===== config.mk =====
export PLATFORM = sky130hd
export DESIGN_NAME = gcd_isqrt
export DESIGN_NICKNAME = d
export VERILOG_FILES = /design/src/assert_macros.svh /design/src/gcd_pkg.sv /design/src/gcd_isqrt.sv
export SDC_FILE = /design/constraint.sdc
export NUM_CORES = 2
export LEC_CHECK = 0
export BUFFER_PORTS_ARGS = -buffer_cell sky130_fd_sc_hd__buf_4
export CAP_MARGIN = 5
export CORE_MARGIN = 2
export CORE_UTILIZATION = 50
export CTS_BUF_LIST = sky130_fd_sc_hd__clkbuf_8 sky130_fd_sc_hd__clkbuf_16
export CTS_CLUSTER_DIAMETER = 60
export DETAILED_ROUTE_END_ITERATION = 6
export GPL_TIMING_DRIVEN = 1
export PLACE_DENSITY_LB_ADDON = 0.12
export SETUP_SLACK_MARGIN = 0.3
export SLEW_MARGIN = 40
export SYNTH_ARGS = -nofsm -noshare
export SYNTH_HDL_FRONTEND = slang
export SYNTH_SLANG_ARGS = --single-unit

===== constraint.sdc =====
create_clock -name clk -period 9.68 [get_ports clk]
set_input_delay 1.452 -clock clk [delete_from_list [all_inputs] [get_ports clk]]
set_output_delay 1.452 -clock clk [all_outputs]
set_load 0.01 [all_outputs]

===== src/assert_macros.svh =====
// ----------------------------------------------------------------------------
// assert_macros.svh
// Assertion helpers shared by the RTL; they compile away when SYNTH is set.
// ----------------------------------------------------------------------------
`ifndef ASSERT_MACROS_SVH
`define ASSERT_MACROS_SVH
`ifndef SYNTH
// property must hold at every rising clock edge outside reset
`define GCD_ASSERT(lbl, clk, rstn, prop, msg) \
    lbl: assert property (@(posedge clk) disable iff (!rstn) (prop)) else $error(msg);
// condition must never be true outside reset
`define GCD_ASSERT_NEVER(lbl, clk, rstn, cond, msg) \
    lbl: assert property (@(posedge clk) disable iff (!rstn) !(cond)) else $error(msg);
`else
`define GCD_ASSERT(lbl, clk, rstn, prop, msg)
`define GCD_ASSERT_NEVER(lbl, clk, rstn, cond, msg)
`endif
`endif


===== src/gcd_pkg.sv =====
// ----------------------------------------------------------------------------
// gcd_pkg
// Constants, types and elaboration-time tables for the haversine distance core.
// ----------------------------------------------------------------------------
package gcd_pkg;

    localparam int CORDIC_STAGES_DEF = 32;
    localparam int ANGLE_FRAC_BITS   = 30;

    // widths
    localparam int ANG_W  = 34;     // signed angle, 30 fraction bits
    localparam int MAG_W  = 33;     // magnitude of degree units / radians
    localparam int ROT_W  = 33;     // rotation x/y
    localparam int VEC_W  = 54;     // vectoring x/y (root lifted by 20 bits)
    localparam int ROOT_W = 32;
    localparam int RMM_W  = 33;     // radius in mm
    localparam int DIST_W = 35;

    localparam int ROOT_STEPS = 32;
    localparam int ROOT_LIFT  = 20;

    localparam logic [63:0] PI_Q60  = 64'h3243F6A8885A308D;
    localparam logic [63:0] ONE_Q62 = 64'h4000000000000000;
    localparam logic [31:0] UNITS_PER_PI = 32'd1800000000;
    localparam logic [9:0]  MM_PER_M = 10'd1000;
    localparam logic [RMM_W-1:0] RMM_RESET = 33'd6371000000;

    localparam logic signed [ANG_W-1:0] PI_F      = 34'sd3373259426;
    localparam logic signed [ANG_W-1:0] HALF_PI_F = 34'sd1686629713;
    localparam logic signed [ANG_W-1:0] TWO_PI_F  = 34'sd6746518852;
    localparam logic signed [ROT_W-1:0] ROT_ONE   = 33'sd1073741824;

    // rotation result handed from a CORDIC lane to the product stages
    typedef struct packed {
        logic signed [ROT_W-1:0] x;
        logic signed [ROT_W-1:0] y;
        logic                    flip;
    } rot_res_t;

    // atan(2^-i) in radians, 30 fraction bits, rounded
    function automatic logic signed [ANG_W-1:0] atan_f(input int i);
        logic signed [ANG_W-1:0] v;
        v = '0;
        case (i)
            0: v = 34'sd843314857;
            1: v = 34'sd497837829;
            2: v = 34'sd263043837;
            3: v = 34'sd133525159;
            4: v = 34'sd67021687;
            5: v = 34'sd33543516;
            6: v = 34'sd16775851;
            7: v = 34'sd8388437;
            8: v = 34'sd4194283;
            9: v = 34'sd2097149;
            default:
            begin
                if (i >= 10 && i <= 30)
                    v = 34'sd1 <<< (30 - i);
                else if (i == 31)
                    v = 34'sd1;
                else
                    v = '0;
            end
        endcase
        return v;
    endfunction

    // 1/P^2 of the rotation gain, 62 fraction bits, truncated
    function automatic logic [63:0] gain_sq_f(input int stages);
        logic [65:0] p;
        logic [65:0] r;
        logic [63:0] q;
        p = 66'd1 << 61;
        for (int i = 0; i < 64; i++)
            if (i < stages && 2 * i < 63)
                p = p + (p >> (2 * i));
        r = 66'd1 << 61;
        q = '0;
        for (int s = 0; s < 62; s++)
        begin
            r = r << 1;
            q = q << 1;
            if (r >= p)
            begin
                r = r - p;
                q[0] = 1'b1;
            end
        end
        return q;
    endfunction

    // floor(pi * 2^93 / 1.8e9): degree units to radians
    function automatic logic [63:0] u2r_f();
        logic [96:0] n;
        logic [96:0] q;
        logic [32:0] rem;
        n = {PI_Q60, 33'b0};
        q = '0;
        rem = '0;
        for (int i = 96; i >= 0; i--)
        begin
            rem = {rem[31:0], n[i]};
            if (rem >= {1'b0, UNITS_PER_PI})
            begin
                rem = rem - {1'b0, UNITS_PER_PI};
                q[i] = 1'b1;
            end
        end
        return q[63:0];
    endfunction

endpackage


===== src/gcd_isqrt.sv =====
// ----------------------------------------------------------------------------
// gcd_isqrt
// Restoring integer square root, one result bit per pipeline stage.
// ----------------------------------------------------------------------------
module gcd_isqrt import gcd_pkg::*; (
    input  logic              clk,
    input  logic              en,
    input  logic [63:0]       v_in,
    output logic [ROOT_W-1:0] root
);

    logic [63:0] v_reg [ROOT_STEPS];
    logic [63:0] r_reg [ROOT_STEPS];

    for (genvar i = 0; i < ROOT_STEPS; i++)
    begin : g_step
        localparam logic [63:0] BIT = 64'd1 << (62 - 2 * i);
        logic [63:0] vp, rp, trial;

        if (i == 0)
        begin : g_first
            assign vp = v_in;
            assign rp = '0;
        end
        else
        begin : g_next
            assign vp = v_reg[i-1];
            assign rp = r_reg[i-1];
        end

        assign trial = rp + BIT;

        // try this bit of the root
        always_ff @(posedge clk)
        begin
            if (en)
            begin
                if (vp >= trial)
                begin
                    v_reg[i] <= vp - trial;
                    r_reg[i] <= (rp >> 1) + BIT;
                end
                else
                begin
                    v_reg[i] <= vp;
                    r_reg[i] <= rp >> 1;
                end
            end
        end
    end

    assign root = r_reg[ROOT_STEPS-1][ROOT_W-1:0];

endmodule


==> flow_summary_export.csv <==
group,metric,value,unit
status,status,"completed",
floorplanning,dieArea,245000,um^2
route,route.vias.total,77700,
finish,nNetsFinal,10500,
synth,synth.area.top_cells,"edfxtp_1 63%, ha_1 5.8%, xor2_1 3.4%, xnor2_1 3.0%, o21ai_0 2.2%",
timing,relSlewSlack,37.9,%
synth,yosys_most_used_dff,"edfxtp_1",
clocking,clock-sinks,2512,
route,drt_pass1_iterations,6,
synth,yosys_warnings,0,
global_route,gr-usage-met2,36.7,%
finish,largest_reg_flops,1984,
global_route,gr-usage-met1,37.9,%
hold_path,hold_end,"r_reg[1][789]",
clocking,clockRootBuffer,"clkbuf_16",
placement,dp_hpwl,234000,um
placement,portBuffers,97,
finish,final_cell_mix,"2,512 x edfxtp_1, 753 x inv_1, 695 x nand2_1",
global_route,met3_usage,4.97,%
synth,syn-instance-count,9611,
worst_setup_path,r2r_slack,4710,ps
worst_setup_path,arrival,5630,ps
pwr,p_leak,50.6,nW
route,post_drt_wl_per_cell,23.4,um
timing,setup_viol,0,
finish,final_core_util,56.0,%
worst_setup_path,critPathLaunchType,"flip-flop",
clocking,ctsHoldBuffers,0,
placement,finalWeightedCongestion,0.970,
floorplanning,rows,180,
worst_setup_path,rr_worst_depth,12,
floorplanning,die_w,495,um
timing,finalSetupTns,0,ps
route,route.detailed.drc,0,
floorplanning,chipHeight,495,um
synth,synth_area,120000,um^2
synth,ys_seq_elements,2512,
global_route,grt_pass1_vias,73900,
clocking,numCtsBuffers,296,
worst_setup_path,startpoint,"r_reg[1][788]",
global_route,grt_first_pass_wirelength,463000,um
hold_path,min_from,"r_reg[1][726]",
timing,hold_violations,0,
worst_setup_path,cp_max_fo,7,
finish,drive_gt1_share,7.56,%
worst_setup_path,endpoint_kind,"flip-flop",
synth,synth_edf_count,2512,
timing,fin_crit_sh,51.3,%
timing,fin_worst_skew,82.5,ps
clocking,cts_resized,0,
floorplanning,start_util,50.2,%
floorplanning,ios,98,
global_route,overflow,0,
synth,synth_top_area_share,62.6,%
clocking,htree_levels,5,
timing,post-route-min-period,4970,ps
hold_path,whs_path_depth,0,
worst_setup_path,crit_type,"reg2reg",
clocking,clk_latency,960,ps
pwr,power.density,240,nW/um^2
job,maxCapViolCount,0,
route,dr.first_iter.drc_count,8791,
timing,final-max-slew-violation-count,0,
route,viasPerCell,5.87,
floorplanning,core,240000,um^2
timing,rsz0062_at_grt,"no",
finish,area_delta_synth_final,11.7,%
finish,final_common_cell,"edfxtp_1",
worst_setup_path,r2r_start,"r_reg[1][788]",
synth,avgSynthCellArea,12.5,um^2
pwr,peakVddDrop,0.162,mV
global_route,grt_max_degree,167,
global_route,busiest_layer,"met1",
synth,syn_nets,10200,
synth,yosysSeqAreaShare,62.6,%
clocking,cts_setup_buffers,0,
synth,post-synth-top-area-cell,"edfxtp_1",
hold_path,hold_path.class,"reg2reg",
synth,ys_async_sr_fraction,0,%
clocking,cts_tree,"built",
route,wl,310000,um
clocking,clk_pin_slew,60,ps
worst_setup_path,crit_required,10340,ps
timing,clock.fmax,0.201,GHz
route,antenna_left,0,
worst_setup_path,rr_endpoint,"v_reg[1][892]",
timing,worst_slew_pin_slew,922,ps
clocking,cts_max_path_buffers,4,
synth,synthDistinctLibCells,96,
global_route,gr-usage-all-layers,25.0,%
global_route,antenna_found_initial,17,
==> cell usage after synthesis (165+ instances only) <==
cell type / n
xor2_1: 468
a21o_1: 242
edfxtp_1: 2512
nand2_1: 695
nor4_1: 359
clkbuf_1: 192
nand3_1: 165
nor2_1: 556
nor3_1: 257
o21ai_0: 537
inv_1: 701
xnor2_1: 410
ha_1: 558
a21oi_1: 532
==> power by group <==
group / switching (mW) / leakage, nW / internal (mW)
Combinational: 4.00 / 21.7 / 2.56
Clock: 4.32 / 4.69 / 6.26
Sequential: 1.29 / 24.2 / 13.8
Total: 9.61 / 50.6 / 22.6
==> logic make-up after synthesis <==
| group | after synthesis | synth area share (%) |
|---|---|---|
| DFF | 2512 | 62.6 |
| adders and majority gates | 558 | 5.80 |
| muxes | 65 | 0.595 |
| buffers and inverters | 917 | 2.88 |
| xor gates and xnor gates | 878 | 6.39 |
| AOI/OAI and AO/OA | 1849 | 9.56 |
| and+or+nand+nor | 2832 | 12.1 |
==> area by class of cell <==
class,instances,area [um^2]
diodes,1,2.50
clock buffers,302,7560
clock inverters,200,1600
fillers,19500,106000
inverters,703,2640
multi-input cells,6182,41800
flip-flops and latches,2512,75400
well taps,3185,3990
repair buffers,165,1470
==> through the flow <==
| step | hold WS (ps) | std cells | setup WS, ps | power (mW) | cell area (um^2) |
|---|---|---|---|---|---|
| after floorplan | 417 | 9611 | 4360 | 19.3 | 120000 |
| after global placement | 425 | 12700 | 4420 | 21.5 | 125000 |
| after detailed placement | 428 | 12700 | 4440 | 21.6 | 125000 |
| after CTS | 401 | 13200 | 4790 | 32.3 | 134000 |
| after global routing | 407 | 13300 | 4510 | 33.6 | 134000 |
| final | 401 | 13300 | 4710 | 32.2 | 134000 |
==> worst max-delay path, stage by stage, from the launching register on <==
cell and delay [ps]:
edfxtp_1 520, inv_1 80, ha_1 350, a21oi_1 170, o21ai_0 200, or3_1 410, a211oi_1 730, a2bb2oi_1 560
o21ai_0 190, or4_1 630, or3_1 430, or2_2 300, xnor2_1 130
==> worst max-delay path by stage <==
stage	depth (start not counted)	slack [ps]	endpoint
6_report	12	4710	v_reg[1][892]
5_1_grt	13	4510	v_reg[1][435]
4_1_cts	11	4790	v_reg[1][892]
3_5_place_dp	12	4440	v_reg[1][957]
3_3_place_gp	5	4420	r_reg[1][960]
2_1_floorplan	4	4360	r_reg[1][774]
==> routing by layer <==
metal  part of all wire [%]  up-vias  wire, um
met4                    2.6        0      8090
li1                       -    36500         -
met5                      0        -         0
met1                     46    38000    143000
met3                    8.3      471     25700
met2                     43     2770    133000
(Power assumes the default switching activity.)
